## config.mk

```make
export PLATFORM = sky130hd
export DESIGN_NAME = line_editor_dead_key_compose_flat
export DESIGN_NICKNAME = d
export VERILOG_FILES = /design/src/rtl/core/ldk_pkg.sv /design/src/rtl/core/ldk_if.sv /design/src/rtl/core/ldk_cell.sv /design/src/rtl/core/ldk_ctrl.sv /design/src/rtl/core/line_editor_dead_key_compose.sv /design/src/flat_wrapper.sv
export SDC_FILE = /design/constraint.sdc
export NUM_CORES = 2
export LEC_CHECK = 0
export BUFFER_PORTS_ARGS = -buffer_cell sky130_fd_sc_hd__buf_2
export CORE_ASPECT_RATIO = 0.8
export CORE_MARGIN = 5
export CORE_UTILIZATION = 30
export DETAILED_ROUTE_END_ITERATION = 10
export MAX_ROUTING_LAYER = met4
export PLACE_DENSITY = 0.55
export SLEW_MARGIN = 20
export SYNTH_ARGS = -nofsm -noshare
export SYNTH_HDL_FRONTEND = slang
export SYNTH_SLANG_ARGS = --single-unit
```

## constraint.sdc

```tcl
create_clock -name clk_i -period 6.75 [get_ports clk_i]
set_input_delay 0.3375 -clock clk_i [delete_from_list [all_inputs] [get_ports clk_i]]
set_output_delay 0.3375 -clock clk_i [all_outputs]
set_load 0.05 [all_outputs]
```

## src/rtl/core/ldk_pkg.sv

```systemverilog
`timescale 1ns / 1ps
package ldk_pkg;

  localparam logic OP_KEY  = 1'b0;
  localparam logic OP_LOAD = 1'b1;

  localparam logic [7:0] KEY_BS        = 8'h08;
  localparam logic [7:0] KEY_LF        = 8'h0A;
  localparam logic [7:0] KEY_CR        = 8'h0D;
  localparam logic [7:0] KEY_SPACE     = 8'h20;
  localparam logic [7:0] KEY_DEL       = 8'h7F;
  localparam logic [7:0] KEY_BACKSLASH = 8'h5C;

  localparam logic [7:0] ACC_ACUTE     = 8'h27;
  localparam logic [7:0] ACC_CEDILLA   = 8'h2C;
  localparam logic [7:0] ACC_TILDE     = 8'h7E;
  localparam logic [7:0] ACC_CIRCUMFLEX = 8'h5E;
  localparam logic [7:0] ACC_GRAVE     = 8'h60;
  localparam logic [7:0] ACC_DIAERESIS = 8'h3A;

  localparam int unsigned SLOT_W = 6;

  // Search request travelling along the accent table cells.
  typedef struct packed {
    logic        active;
    logic        stop;
    logic        hit;
    logic [15:0] pair;
    logic [7:0]  value;
  } ldk_tok_t;

  // Table slot write, broadcast to every cell.
  typedef struct packed {
    logic              en;
    logic [SLOT_W-1:0] index;
    logic [15:0]       source;
    logic [7:0]        result;
  } ldk_wr_t;

  typedef struct packed {
    logic       echo_valid;
    logic [7:0] echo_char;
    logic       write_enable;
    logic [7:0] write_index;
    logic [7:0] write_data;
    logic       line_done;
    logic [7:0] line_length;
    logic       overflow;
    logic       last;
  } ldk_item_t;

  function automatic logic is_dead_char(input logic [7:0] c);
    return (c == ACC_ACUTE) || (c == ACC_CEDILLA) || (c == ACC_TILDE) ||
           (c == ACC_CIRCUMFLEX) || (c == ACC_GRAVE) || (c == ACC_DIAERESIS);
  endfunction

endpackage

```

## src/rtl/core/ldk_if.sv

```systemverilog
`timescale 1ns / 1ps
interface ldk_req_if;
  logic        valid;
  logic        ready;
  logic        opcode;
  logic [7:0]  key_char;
  logic [5:0]  entry_index;
  logic [15:0] entry_source;
  logic [7:0]  entry_result;

  modport source (
    output valid, opcode, key_char, entry_index, entry_source, entry_result,
    input  ready
  );
  modport sink (
    input  valid, opcode, key_char, entry_index, entry_source, entry_result,
    output ready
  );
endinterface

interface ldk_res_if;
  logic       valid;
  logic       ready;
  logic       echo_valid;
  logic [7:0] echo_char;
  logic       write_enable;
  logic [7:0] write_index;
  logic [7:0] write_data;
  logic       line_done;
  logic [7:0] line_length;
  logic       overflow;
  logic       last;

  modport source (
    output valid, echo_valid, echo_char, write_enable, write_index, write_data,
           line_done, line_length, overflow, last,
    input  ready
  );
  modport sink (
    input  valid, echo_valid, echo_char, write_enable, write_index, write_data,
           line_done, line_length, overflow, last,
    output ready
  );
endinterface

```

## src/rtl/core/ldk_cell.sv

```systemverilog
`timescale 1ns / 1ps
module ldk_cell #(
  parameter int unsigned INDEX = 0
) (
  input  logic             clk_i,
  input  logic             rst_ni,
  input  ldk_pkg::ldk_wr_t wr_i,
  input  ldk_pkg::ldk_tok_t tok_i,
  output ldk_pkg::ldk_tok_t tok_o
);
  import ldk_pkg::*;

  logic [15:0] key_q;
  logic [7:0]  val_q;
  ldk_tok_t    tok_d, tok_q;

  always_comb begin
    tok_d = tok_i;
    if (tok_i.active && !tok_i.stop) begin
      // An empty slot ends the table; the first matching slot wins.
      if (key_q == 16'd0) begin
        tok_d.stop = 1'b1;
      end else if (key_q == tok_i.pair) begin
        tok_d.stop  = 1'b1;
        tok_d.hit   = 1'b1;
        tok_d.value = val_q;
      end
    end
  end

  always_ff @(posedge clk_i or negedge rst_ni) begin
    if (!rst_ni) begin
      key_q <= '0;
      val_q <= '0;
      tok_q <= '0;
    end else begin
      tok_q <= tok_d;
      if (wr_i.en && (32'(wr_i.index) == INDEX)) begin
        key_q <= wr_i.source;
        val_q <= wr_i.result;
      end
    end
  end

  assign tok_o = tok_q;

endmodule

```

## src/rtl/core/ldk_ctrl.sv

```systemverilog
`timescale 1ns / 1ps
module ldk_ctrl #(
  parameter int unsigned LINE_MAX = 256
) (
  input  logic              clk_i,
  input  logic              rst_ni,
  ldk_req_if.sink           req_i,
  ldk_res_if.source         res_o,
  output ldk_pkg::ldk_wr_t  wr_o,
  output ldk_pkg::ldk_tok_t launch_o,
  input  ldk_pkg::ldk_tok_t found_i
);
  import ldk_pkg::*;

  localparam int unsigned CUR_W = $clog2(LINE_MAX);

  localparam logic [1:0] ST_IDLE   = 2'd0;
  localparam logic [1:0] ST_SEARCH = 2'd1;
  localparam logic [1:0] ST_DECIDE = 2'd2;
  localparam logic [1:0] ST_EMIT   = 2'd3;

  logic [1:0]       state_q, state_d;
  logic [7:0]       pending_q, pending_d;
  logic [CUR_W-1:0] cursor_q, cursor_d;
  logic [7:0]       key_q, key_d;
  logic             hit_q, hit_d;
  logic [7:0]       value_q, value_d;
  ldk_item_t        items_q [3];
  ldk_item_t        items_d [3];
  logic [1:0]       num_q, num_d;
  logic [1:0]       sel_q, sel_d;

  logic             req_acc, res_acc;
  logic [CUR_W-1:0] cursor_dec;
  logic [CUR_W+7:0] cur_ext, dec_ext;

  assign req_acc    = req_i.valid && req_i.ready;
  assign res_acc    = res_o.valid && res_o.ready;
  assign cursor_dec = cursor_q - 1'b1;
  assign cur_ext    = {8'd0, cursor_q};
  assign dec_ext    = {8'd0, cursor_dec};

  assign req_i.ready = (state_q == ST_IDLE);

  always_comb begin
    wr_o.en     = req_acc && (req_i.opcode == OP_LOAD);
    wr_o.index  = req_i.entry_index;
    wr_o.source = req_i.entry_source;
    wr_o.result = req_i.entry_result;
  end

  always_comb begin
    launch_o        = '0;
    launch_o.active = req_acc && (req_i.opcode == OP_KEY) && (pending_q != 8'd0) &&
                      (req_i.key_char != KEY_BACKSLASH);
    launch_o.pair   = {pending_q, req_i.key_char};
  end

  always_comb begin
    state_d   = state_q;
    pending_d = pending_q;
    cursor_d  = cursor_q;
    key_d     = key_q;
    hit_d     = hit_q;
    value_d   = value_q;
    items_d   = items_q;
    num_d     = num_q;
    sel_d     = sel_q;

    case (state_q)
      ST_IDLE: begin
        if (req_acc && (req_i.opcode == OP_KEY)) begin
          key_d = req_i.key_char;
          hit_d = 1'b0;
          if (pending_q != 8'd0) begin
            pending_d = 8'd0;
            // A backslash after an accent is dropped without any output.
            if (req_i.key_char != KEY_BACKSLASH) begin
              state_d = ST_SEARCH;
            end
          end else begin
            state_d = ST_DECIDE;
          end
        end
      end

      ST_SEARCH: begin
        if (found_i.active) begin
          hit_d   = found_i.hit;
          value_d = found_i.value;
          state_d = ST_DECIDE;
        end
      end

      ST_DECIDE: begin
        items_d[0] = '0;
        items_d[1] = '0;
        items_d[2] = '0;
        sel_d      = 2'd0;
        if (hit_q) begin
          items_d[0].echo_valid   = 1'b1;
          items_d[0].echo_char    = KEY_BS;
          items_d[0].write_enable = (cursor_q != '0);
          items_d[0].write_index  = (cursor_q != '0) ? dec_ext[7:0] : 8'd0;
          items_d[0].write_data   = (cursor_q != '0) ? value_q : 8'd0;
          items_d[1].echo_valid   = 1'b1;
          items_d[1].echo_char    = value_q;
          items_d[1].last         = 1'b1;
          num_d = 2'd2;
        end else if ((key_q == KEY_LF) || (key_q == KEY_CR)) begin
          items_d[0].echo_valid   = 1'b1;
          items_d[0].echo_char    = KEY_LF;
          items_d[0].write_enable = 1'b1;
          items_d[0].write_index  = cur_ext[7:0];
          items_d[0].line_done    = 1'b1;
          items_d[0].line_length  = cur_ext[7:0];
          items_d[0].last         = 1'b1;
          cursor_d = '0;
          num_d    = 2'd1;
        end else if ((key_q == KEY_BS) || (key_q == KEY_DEL)) begin
          if (cursor_q == '0) begin
            num_d = 2'd0;
          end else begin
            items_d[0].echo_valid = 1'b1;
            items_d[0].echo_char  = KEY_BS;
            items_d[1].echo_valid = 1'b1;
            items_d[1].echo_char  = KEY_SPACE;
            items_d[2].echo_valid = 1'b1;
            items_d[2].echo_char  = KEY_BS;
            items_d[2].last       = 1'b1;
            cursor_d = cursor_dec;
            num_d    = 2'd3;
          end
        end else if (cursor_q >= CUR_W'(LINE_MAX - 1)) begin
          items_d[0].overflow = 1'b1;
          items_d[0].last     = 1'b1;
          num_d = 2'd1;
        end else begin
          if (is_dead_char(key_q)) begin
            pending_d = key_q;
          end
          items_d[0].echo_valid   = 1'b1;
          items_d[0].echo_char    = key_q;
          items_d[0].write_enable = 1'b1;
          items_d[0].write_index  = cur_ext[7:0];
          items_d[0].write_data   = key_q;
          items_d[0].last         = 1'b1;
          cursor_d = cursor_q + 1'b1;
          num_d    = 2'd1;
        end
        state_d = (num_d == 2'd0) ? ST_IDLE : ST_EMIT;
      end

      ST_EMIT: begin
        if (res_acc) begin
          if (sel_q == num_q - 2'd1) begin
            state_d = ST_IDLE;
          end else begin
            sel_d = sel_q + 2'd1;
          end
        end
      end

      default: begin
        state_d = ST_IDLE;
      end
    endcase
  end

  always_ff @(posedge clk_i or negedge rst_ni) begin
    if (!rst_ni) begin
      state_q   <= ST_IDLE;
      pending_q <= '0;
      cursor_q  <= '0;
      hit_q     <= 1'b0;
      num_q     <= '0;
      sel_q     <= '0;
    end else begin
      state_q   <= state_d;
      pending_q <= pending_d;
      cursor_q  <= cursor_d;
      hit_q     <= hit_d;
      num_q     <= num_d;
      sel_q     <= sel_d;
    end
  end

  always_ff @(posedge clk_i) begin
    key_q   <= key_d;
    value_q <= value_d;
    items_q <= items_d;
  end

  always_comb begin
    res_o.valid        = (state_q == ST_EMIT);
    res_o.echo_valid   = items_q[sel_q].echo_valid;
    res_o.echo_char    = items_q[sel_q].echo_char;
    res_o.write_enable = items_q[sel_q].write_enable;
    res_o.write_index  = items_q[sel_q].write_index;
    res_o.write_data   = items_q[sel_q].write_data;
    res_o.line_done    = items_q[sel_q].line_done;
    res_o.line_length  = items_q[sel_q].line_length;
    res_o.overflow     = items_q[sel_q].overflow;
    res_o.last         = items_q[sel_q].last;
  end

endmodule

```

## src/rtl/core/line_editor_dead_key_compose.sv

```systemverilog
`timescale 1ns / 1ps
// Line editor with dead-key accent composition.
// The request channel req_i carries either a key code (opcode 0) or one
// accent table slot to load (opcode 1). The result channel res_o returns
// zero to three items per key: echo bytes, line buffer writes, the end of
// line report and the overflow flag, with last set on the final one.
// One request is handled at a time; req_i.ready is high only when idle.
// A table load gives no result. A key following an accent sends its
// pair down the row of ACCENT_ENTRIES table cells, one cell per cycle,
// before its result is decided. Further result items follow one per
// cycle while res_o.ready is high.
// When the receiver stalls, the current item holds on res_o and no new
// request is taken until every item of the request has been delivered.
// Reset empties the accent table, clears the pending accent and returns
// the cursor to the start of the line; the block is ready straight away.
module line_editor_dead_key_compose #(
  parameter int unsigned LINE_MAX       = 256,
  parameter int unsigned ACCENT_ENTRIES = 64
) (
  input  logic      clk_i,
  input  logic      rst_ni,
  ldk_req_if.sink   req_i,
  ldk_res_if.source res_o
);
  import ldk_pkg::*;

  ldk_wr_t  wr;
  ldk_tok_t tok [ACCENT_ENTRIES+1];

  ldk_ctrl #(
    .LINE_MAX (LINE_MAX)
  ) u_ctrl (
    .clk_i    (clk_i),
    .rst_ni   (rst_ni),
    .req_i    (req_i),
    .res_o    (res_o),
    .wr_o     (wr),
    .launch_o (tok[0]),
    .found_i  (tok[ACCENT_ENTRIES])
  );

  for (genvar i = 0; i < ACCENT_ENTRIES; i++) begin : g_cell
    ldk_cell #(
      .INDEX (i)
    ) u_cell (
      .clk_i  (clk_i),
      .rst_ni (rst_ni),
      .wr_i   (wr),
      .tok_i  (tok[i]),
      .tok_o  (tok[i+1])
    );
  end

endmodule

```

## src/flat_wrapper.sv

```systemverilog
// flat-port wrapper written by rule: the top's interface ports become plain ports
module line_editor_dead_key_compose_flat import ldk_pkg::*;
#(
  parameter int unsigned LINE_MAX       = 256,
  parameter int unsigned ACCENT_ENTRIES = 64
)
  (clk_i, rst_ni, req_i_valid, req_i_opcode, req_i_key_char, req_i_entry_index, req_i_entry_source, req_i_entry_result, req_i_ready, res_o_valid, res_o_echo_valid, res_o_echo_char, res_o_write_enable, res_o_write_index, res_o_write_data, res_o_line_done, res_o_line_length, res_o_overflow, res_o_last, res_o_ready);
  ldk_req_if req_i_i ();
  ldk_res_if res_o_i ();
  input  logic clk_i;
  input  logic rst_ni;
  input wire logic [$bits(req_i_i.valid)-1:0] req_i_valid;
  input wire logic [$bits(req_i_i.opcode)-1:0] req_i_opcode;
  input wire logic [$bits(req_i_i.key_char)-1:0] req_i_key_char;
  input wire logic [$bits(req_i_i.entry_index)-1:0] req_i_entry_index;
  input wire logic [$bits(req_i_i.entry_source)-1:0] req_i_entry_source;
  input wire logic [$bits(req_i_i.entry_result)-1:0] req_i_entry_result;
  output wire logic [$bits(req_i_i.ready)-1:0] req_i_ready;
  output wire logic [$bits(res_o_i.valid)-1:0] res_o_valid;
  output wire logic [$bits(res_o_i.echo_valid)-1:0] res_o_echo_valid;
  output wire logic [$bits(res_o_i.echo_char)-1:0] res_o_echo_char;
  output wire logic [$bits(res_o_i.write_enable)-1:0] res_o_write_enable;
  output wire logic [$bits(res_o_i.write_index)-1:0] res_o_write_index;
  output wire logic [$bits(res_o_i.write_data)-1:0] res_o_write_data;
  output wire logic [$bits(res_o_i.line_done)-1:0] res_o_line_done;
  output wire logic [$bits(res_o_i.line_length)-1:0] res_o_line_length;
  output wire logic [$bits(res_o_i.overflow)-1:0] res_o_overflow;
  output wire logic [$bits(res_o_i.last)-1:0] res_o_last;
  input wire logic [$bits(res_o_i.ready)-1:0] res_o_ready;
  assign req_i_i.valid = req_i_valid;
  assign req_i_i.opcode = req_i_opcode;
  assign req_i_i.key_char = req_i_key_char;
  assign req_i_i.entry_index = req_i_entry_index;
  assign req_i_i.entry_source = req_i_entry_source;
  assign req_i_i.entry_result = req_i_entry_result;
  assign req_i_ready = req_i_i.ready;
  assign res_o_valid = res_o_i.valid;
  assign res_o_echo_valid = res_o_i.echo_valid;
  assign res_o_echo_char = res_o_i.echo_char;
  assign res_o_write_enable = res_o_i.write_enable;
  assign res_o_write_index = res_o_i.write_index;
  assign res_o_write_data = res_o_i.write_data;
  assign res_o_line_done = res_o_i.line_done;
  assign res_o_line_length = res_o_i.line_length;
  assign res_o_overflow = res_o_i.overflow;
  assign res_o_last = res_o_i.last;
  assign res_o_i.ready = res_o_ready;
  line_editor_dead_key_compose #(.LINE_MAX(LINE_MAX), .ACCENT_ENTRIES(ACCENT_ENTRIES)) u_core (.clk_i(clk_i), .rst_ni(rst_ni), .req_i(req_i_i), .res_o(res_o_i));
endmodule
```

* Word-level counts from Yosys, hierarchy flattened
Cells that the tools add are included.
** Word-level totals
- Input port bits :: 43
- Logic and storage cells :: 1424
- Output and inout port bits :: 39
- Register bits after elaboration :: 3343
** Cells by class
- Magnitude comparators :: 2
- Equal/unequal tests :: 156
- Bitwise gates (word level) :: 5
- Reduce and logical (&&, ||, !) cells :: 287
- Add/sub/neg operators :: 4
- Muxes and demuxes :: 500
** Operator list (number)
- two-way mux 8 bit :: 207
- equality test 16 bit :: 64
- logical NOT 16 bit :: 64
- two-way mux 2 bit :: 140
- equality test 6 bit (second input constant) :: 32
- two-way mux 1 bit :: 136
- logical AND 1 bit :: 133
- equality test 6 x 5 -> 1 bit (second input constant) :: 16
- binary-select mux 37 bit (select 2 bit) :: 1
- two-way mux 37 bit :: 2
- logical NOT 1 bit :: 63
- two-way mux 9 bit :: 6
- equality test 6 x 4 -> 1 bit (second input constant) :: 8
- two-way mux 17 bit :: 2
- equality test 8 x 7 -> 1 bit (second input constant) :: 4
- two-way mux 26 bit :: 1
- equality test 6 x 3 -> 1 bit (second input constant) :: 4
- equality test 8 x 4 -> 1 bit (second input constant) :: 3
- equality test 8 x 6 -> 1 bit (second input constant) :: 3
- case mux 8 bit (2 select lines) :: 1
- nonzero test 8 bit :: 2
- inequality test 2 bit (second input constant) :: 7
- equality test 6 x 2 -> 1 bit (second input constant) :: 2
- two-way mux 11 bit :: 1
- other kinds (31) :: 52

* Longest topological paths before layout
- Depth after elaboration :: 12
- Depth in mapped cells :: 8
- Depth with buffers taken out :: 8

* Modules after synthesis
From an unflattened synthesis, not the netlist that was laid out.
** Unflattened totals
- Cells, all modules :: 8012
- Area total of the unflattened synthesis :: 129544.2 µm²
** Modules (own cells, without submodules)
- ldk_cell at u_core.g_cell[21].u_cell ... :: sequential area each 1276.2 µm², area each 1961.9 µm², cells each 118, instances 10
- ldk_cell at u_core.g_cell[23].u_cell ... :: sequential area each 1276.2 µm², area each 1951.9 µm², cells each 119, instances 9
- ldk_cell at u_core.g_cell[17].u_cell ... :: sequential area each 1276.2 µm², area each 1946.9 µm², cells each 119, instances 8
- ldk_cell at u_core.g_cell[20].u_cell ... :: sequential area each 1276.2 µm², area each 1950.6 µm², cells each 118, instances 5
- ldk_cell at u_core.g_cell[10].u_cell ... :: sequential area each 1276.2 µm², area each 1948.1 µm², cells each 119, instances 5
- ldk_cell at u_core.g_cell[53].u_cell ... :: sequential area each 1276.2 µm², area each 1955.6 µm², cells each 118, instances 4
- ldk_cell at u_core.g_cell[11].u_cell ... :: sequential area each 1276.2 µm², area each 1954.4 µm², cells each 119, instances 4
- ldk_cell at u_core.g_cell[55].u_cell ... :: sequential area each 1276.2 µm², area each 1949.4 µm², cells each 119, instances 4
- ldk_ctrl :: sequential area each 2497.4 µm², area each 4610.7 µm², cells each 418, instances 1
- ldk_cell at u_core.g_cell[28].u_cell ... :: sequential area each 1276.2 µm², area each 1966.9 µm², cells each 118, instances 2
- ldk_cell at u_core.g_cell[19].u_cell ... :: sequential area each 1276.2 µm², area each 1951.9 µm², cells each 120, instances 2
- ldk_cell at u_core.g_cell[52].u_cell ... :: sequential area each 1276.2 µm², area each 1948.1 µm², cells each 118, instances 2
- ldk_cell at u_core.g_cell[4].u_cell ... :: sequential area each 1276.2 µm², area each 1945.6 µm², cells each 119, instances 2
- ldk_cell at u_core.g_cell[0].u_cell ... :: sequential area each 1276.2 µm², area each 1944.4 µm², cells each 119, instances 2
- +4 rows

* Least setup slack after synthesis
OpenSTA, ideal clock, no wires.
- Path type :: reg-to-reg
- From :: register u_core.u_ctrl.state_q[1]
- To :: register u_core.g_cell[0].u_cell.tok_q, in the netlist u_core.g_cell[0].u_cell.tok_o[0]
- Period minus slack after synthesis :: 2547 ps
- Data arrival time :: 2481 ps
- Buffers on the path :: 0
- Slack :: 4203 ps
- Required time :: 6684 ps
- Setup time :: 66 ps
- Stages on the path, launching flop included :: 6
- Path through :: dfrtp_1 -> nor4b_1 -> nor2b_1 -> nand2_1 -> nor2_1 -> and2_1
** RTL lines
- start: declaration :: RTL line ldk_ctrl.sv:22 : logic [1:0] state_q, state_d;
- start signal: assignment :: RTL line ldk_ctrl.sv:179 : state_q <= state_d;
- end signal: assignment :: RTL line ldk_cell.sv:37 : tok_q <= tok_d;
- end: declaration :: RTL line ldk_cell.sv:15 : ldk_tok_t tok_d, tok_q;

* Final worst setup path
- From :: register u_core.u_ctrl.state_q[0]
- To :: register u_core.g_cell[33].u_cell.key_q[8]
** Between the ends
- Word-level cells in the longest chain between the ends :: 4
** RTL lines
- logical NOT 2 bit :: RTL line ldk_ctrl.sv:43 : assign req_i.ready = (state_q == ST_IDLE);
- logical AND 1 bit :: RTL line ldk_ctrl.sv:37 : assign req_acc = req_i.valid && req_i.ready;
- logical AND 1 bit :: RTL line ldk_ctrl.sv:46 : wr_o.en = req_acc && (req_i.opcode == OP_LOAD);
- logical AND 1 bit :: RTL line ldk_cell.sv:38 : if (wr_i.en && (32'(wr_i.index) == INDEX)) begin
- end signal: assignment :: RTL line ldk_cell.sv:39 : key_q <= wr_i.source;
- end: declaration :: RTL line ldk_cell.sv:13 : logic [15:0] key_q;
Every way passes these cells.
A chain may end at the register's enable or synchronous reset.

==> summary.md <==
| Metric | Value |
|---|---|
| Status | finished, final reports clean |
| Asr flop ratio synth | 0.981 |
| Mapped Avg Cell Area | 15.3 sq um |
| Vias | 67.6k |
| Clock root buffer master | clkbuf_16 |
| Setup Crit Path Kind | flop to flop |
| Seq/Total Area, Yosys | 0.668 |
| # IOs | 82 |
| Fmax | 234 MHz |
| Final non-filler cell total | 14.3k |
| Cell Pwr Density | 315 nW/um^2 |
| Distinct cells, synth | 57 |
| Max-cap viol count | 0 |
| Pint | 33.8 mW |
| Leak | 67.8 nW |
| Slew Viols, Final | 0 |
| Core area | 417000 sq um |
| Cells after DPL | 13.6k |
| Psw | 11.5 mW |
| Predominant post-synthesis flop cell | dfrtp_1 |
| Critical path fanouts, max | 24 |
| Synth Register Bits | 3334 |
| Pre-CTS setup slack | 2.36 ns |
| Largest cells by area after synthesis | dfrtp_1 65%, mux2_2 18%, xnor2_1 6.3%, nor4_1 1.6%, edfxtp_1 1.5% |
| IO Port Bufs | 81 |
| Starting DRT DRC Count | 5022 |
| # clock sinks | 3334 |
| Area Growth Syn to Fin | 14.7% |
| Drt total wl | 324000 microns |
| Hold Fails Final Rpt | 0 |
| Worst-path clk slew | 0.06 ns |
| Area of the die | 431000 sq um |
| Launching element type of the critical path | flop |
| Unrepaired setup endpoints after global routing | false |
| WL/cell | 22.7 microns |
| Max-slew headroom | 0.274 |
| Tmin final | 4.28 ns |
| DR pass1 iterations | 8 |
| Initial antenna violation count | 36 |
| Vias in the first global route | 72.6k |
| Sw Share | 0.254 |
| Yosys warns | 0 |
| Arr. time, crit path | 5.04 ns |
| CTS buffer count | 329 |
| Post-Synthesis Cells | 8220 |
| Post-route ant nets | 0 |
| Most frequent cells in the layout | 3270 x dfrtp_1, 2030 x mux2_2, 902 x xnor2_1 |
| Final HPWL DP | 207000 microns |
| TritonCTS clock tree | yes |
| Setup TNS Final | 0 ns |
| Leading area contributor after synthesis | dfrtp_1 |
| GPL Wtd Cong | 0.859 |
| Global Route Usage Sum | 0.153 |
| Post-CTS Setup Repair Bufs | 0 |
| Top cell type's share of synthesized area | 0.653 |
| Clk pwr share | 0.408 |
| Comb pwr share | 0.093 |
| # nets final | 8473 |
| Worst Hold Class | primary input to flop |
| Fin util | 0.345 |
| Critical Path RT | 7.51 ns |
| Synth Cell Area | 125000 sq um |
| Share of cells above drive strength 1 | 0.323 |
| Worst Slack Setup Final | 2.47 ns |
| Largest net degree at the start of global routing | 177 |
| Die W | 733 microns |
| Final cycle utilization of the critical path | 0.634 |
| Initial Utilization | 0.301 |
| Grt ovf | 0 |
| Post-synth EDFFs | 64 |
| # setup viols final | 0 |
| First-pass GRT wire length | 493000 microns |
| Layout fillers | 39.5k |
| Die height | 588 microns |
| FP Rows | 212 |
| Max clock buf depth | 4 |
| Clock Skews | 0.0678 ns |
| Commonest non-fill, non-tap cell in the layout | dfrtp_1 |
| Slew @ Worst Pin | 1.09 ns |
| Max IR drop VDD | 0.195 mV |
| Htree depth | 5 |
| Via-to-Cell Ratio | 4.74 |
| CP Capture Type | flop |
| Worst-Skew Late Latency | 0.91 ns |
| Sequential share of power | 0.498 |
| Syn_nets | 8266 |
| DRC | 0 |
[synthesized netlist by cell type, drive strengths merged (36+ instances only)]
cell type / n
buf: 86
xnor2: 902
clkbuf: 246
mux2: 2030
nor2: 131
or3: 64
or4: 44
edfxtp: 64
o21ai: 36
inv: 135
xor2: 61
nand2: 127
nand2b: 109
nand3: 85
and2: 54
nor4: 329
nand4: 258
dfrtp: 3270
[path summary, 6_finish.rpt]
path / slack, ns / start / cells after the start / end
setup / recovery: 2.47 / u_core.u_ctrl.state_q[0]$_DFFE_PN0P_ / 5 / u_core.g_cell[33].u_cell.key_q[8]$_DFFE_PN0P_
hold / removal: 0.1 / req_i_entry_source[4] / 2 / u_core.g_cell[30].u_cell.key_q[4]$_DFFE_PN0P_
setup reg to reg: 2.47 / u_core.u_ctrl.state_q[0]$_DFFE_PN0P_ / 5 / u_core.g_cell[33].u_cell.key_q[8]$_DFFE_PN0P_
hold reg to reg: 0.37 / u_core.g_cell[17].u_cell.tok_o[16]$_DFF_PN0_ / 0 / u_core.g_cell[18].u_cell.tok_o[16]$_DFF_PN0_
max in group asynchronous: 4.62 / rst_ni / 4 / u_core.g_cell[25].u_cell.tok_o[8]$_DFF_PN0_
min in group asynchronous: 0.14 / rst_ni / 2 / u_core.g_cell[0].u_cell.tok_o[25]$_DFF_PN0_
[power groups by stage]
stage	Clock (mW)	Sequential, mW	Combinational (mW)
3_5_place_dp	0	22.9	4.25
4_1_cts	19.1	22.6	4.29
3_3_place_gp	0	22.9	4.16
5_1_grt	19.9	22.7	4.65
6_report	18.5	22.6	4.23
2_1_floorplan	0	22.4	2.87
[area by class of cell]
type	count	area [sq um]	share of cell area
timing repair buffer	208	1680	0.0117
antenna	14	35.0	0.000243
sequential	3334	83800	0.582
multi-input combinational	4419	40100	0.278
tap	5564	6960	0.0484
clock inverter	116	1400	0.00970
clock buffer	465	9490	0.0660
inverter	135	507	0.00352
[kinds of logic after synthesis]
logic type,Yosys count,synth area share
AOI/OAI and AO/OA,137,0.00834
and+or+nand+nor,1275,0.0585
xor gates and xnor gates,963,0.0673
muxes,2041,0.183
adders and majority gates,3,0.000299
DFF,3334,0.668
buffers and inverters,467,0.0146
[flip-flops by register name, summed over array words and instances, names as in the netlist]
register / flops
u_core.g_cell.u_cell.tok_o: 1711
u_core.g_cell.u_cell.key_q: 1024
u_core.g_cell.u_cell.val_q: 512
u_core.u_ctrl.items_q: 48
u_core.u_ctrl.cursor_q: 8
u_core.u_ctrl.key_q: 8
u_core.u_ctrl.pending_q: 8
u_core.u_ctrl.value_q: 8
u_core.u_ctrl.num_q: 2
u_core.u_ctrl.sel_q: 2
u_core.u_ctrl.state_q: 2
u_core.u_ctrl.hit_q: 1
[stage by stage]
stage                     cell area (sq um)  hold slack [ns]  power, mW
after floorplan                      125000           0.0419       25.3
after global placement               133000            0.369       27.0
after detailed placement             133000            0.366       27.2
after CTS                            144000           0.0175       45.9
after global routing                 144000           0.0523       47.3
final                                144000           0.0993       45.3
[per-layer routing]
metal,track usage,share of wire
met5,-,0
met4,0.0354,0.023
met3,0.0226,0.047
met2,0.215,0.42
met1,0.232,0.51
[timing repair]
action / in CTS / in global routing
gates resized for setup: 0 / 0
setup endpoints to repair: 0 / 0
hold buffers: 21 / 0
endpoints found under the hold margin: 266 / 0
[critical path, stage by stage (launching register included)]
cell and delay (ns):
dfrtp_1 0.49, and4bb_1 0.81, or3b_1 0.56, nor3b_4 0.84
nand2_1 0.90, mux2_2 0.55
Power figures use the tool's default switching activity.
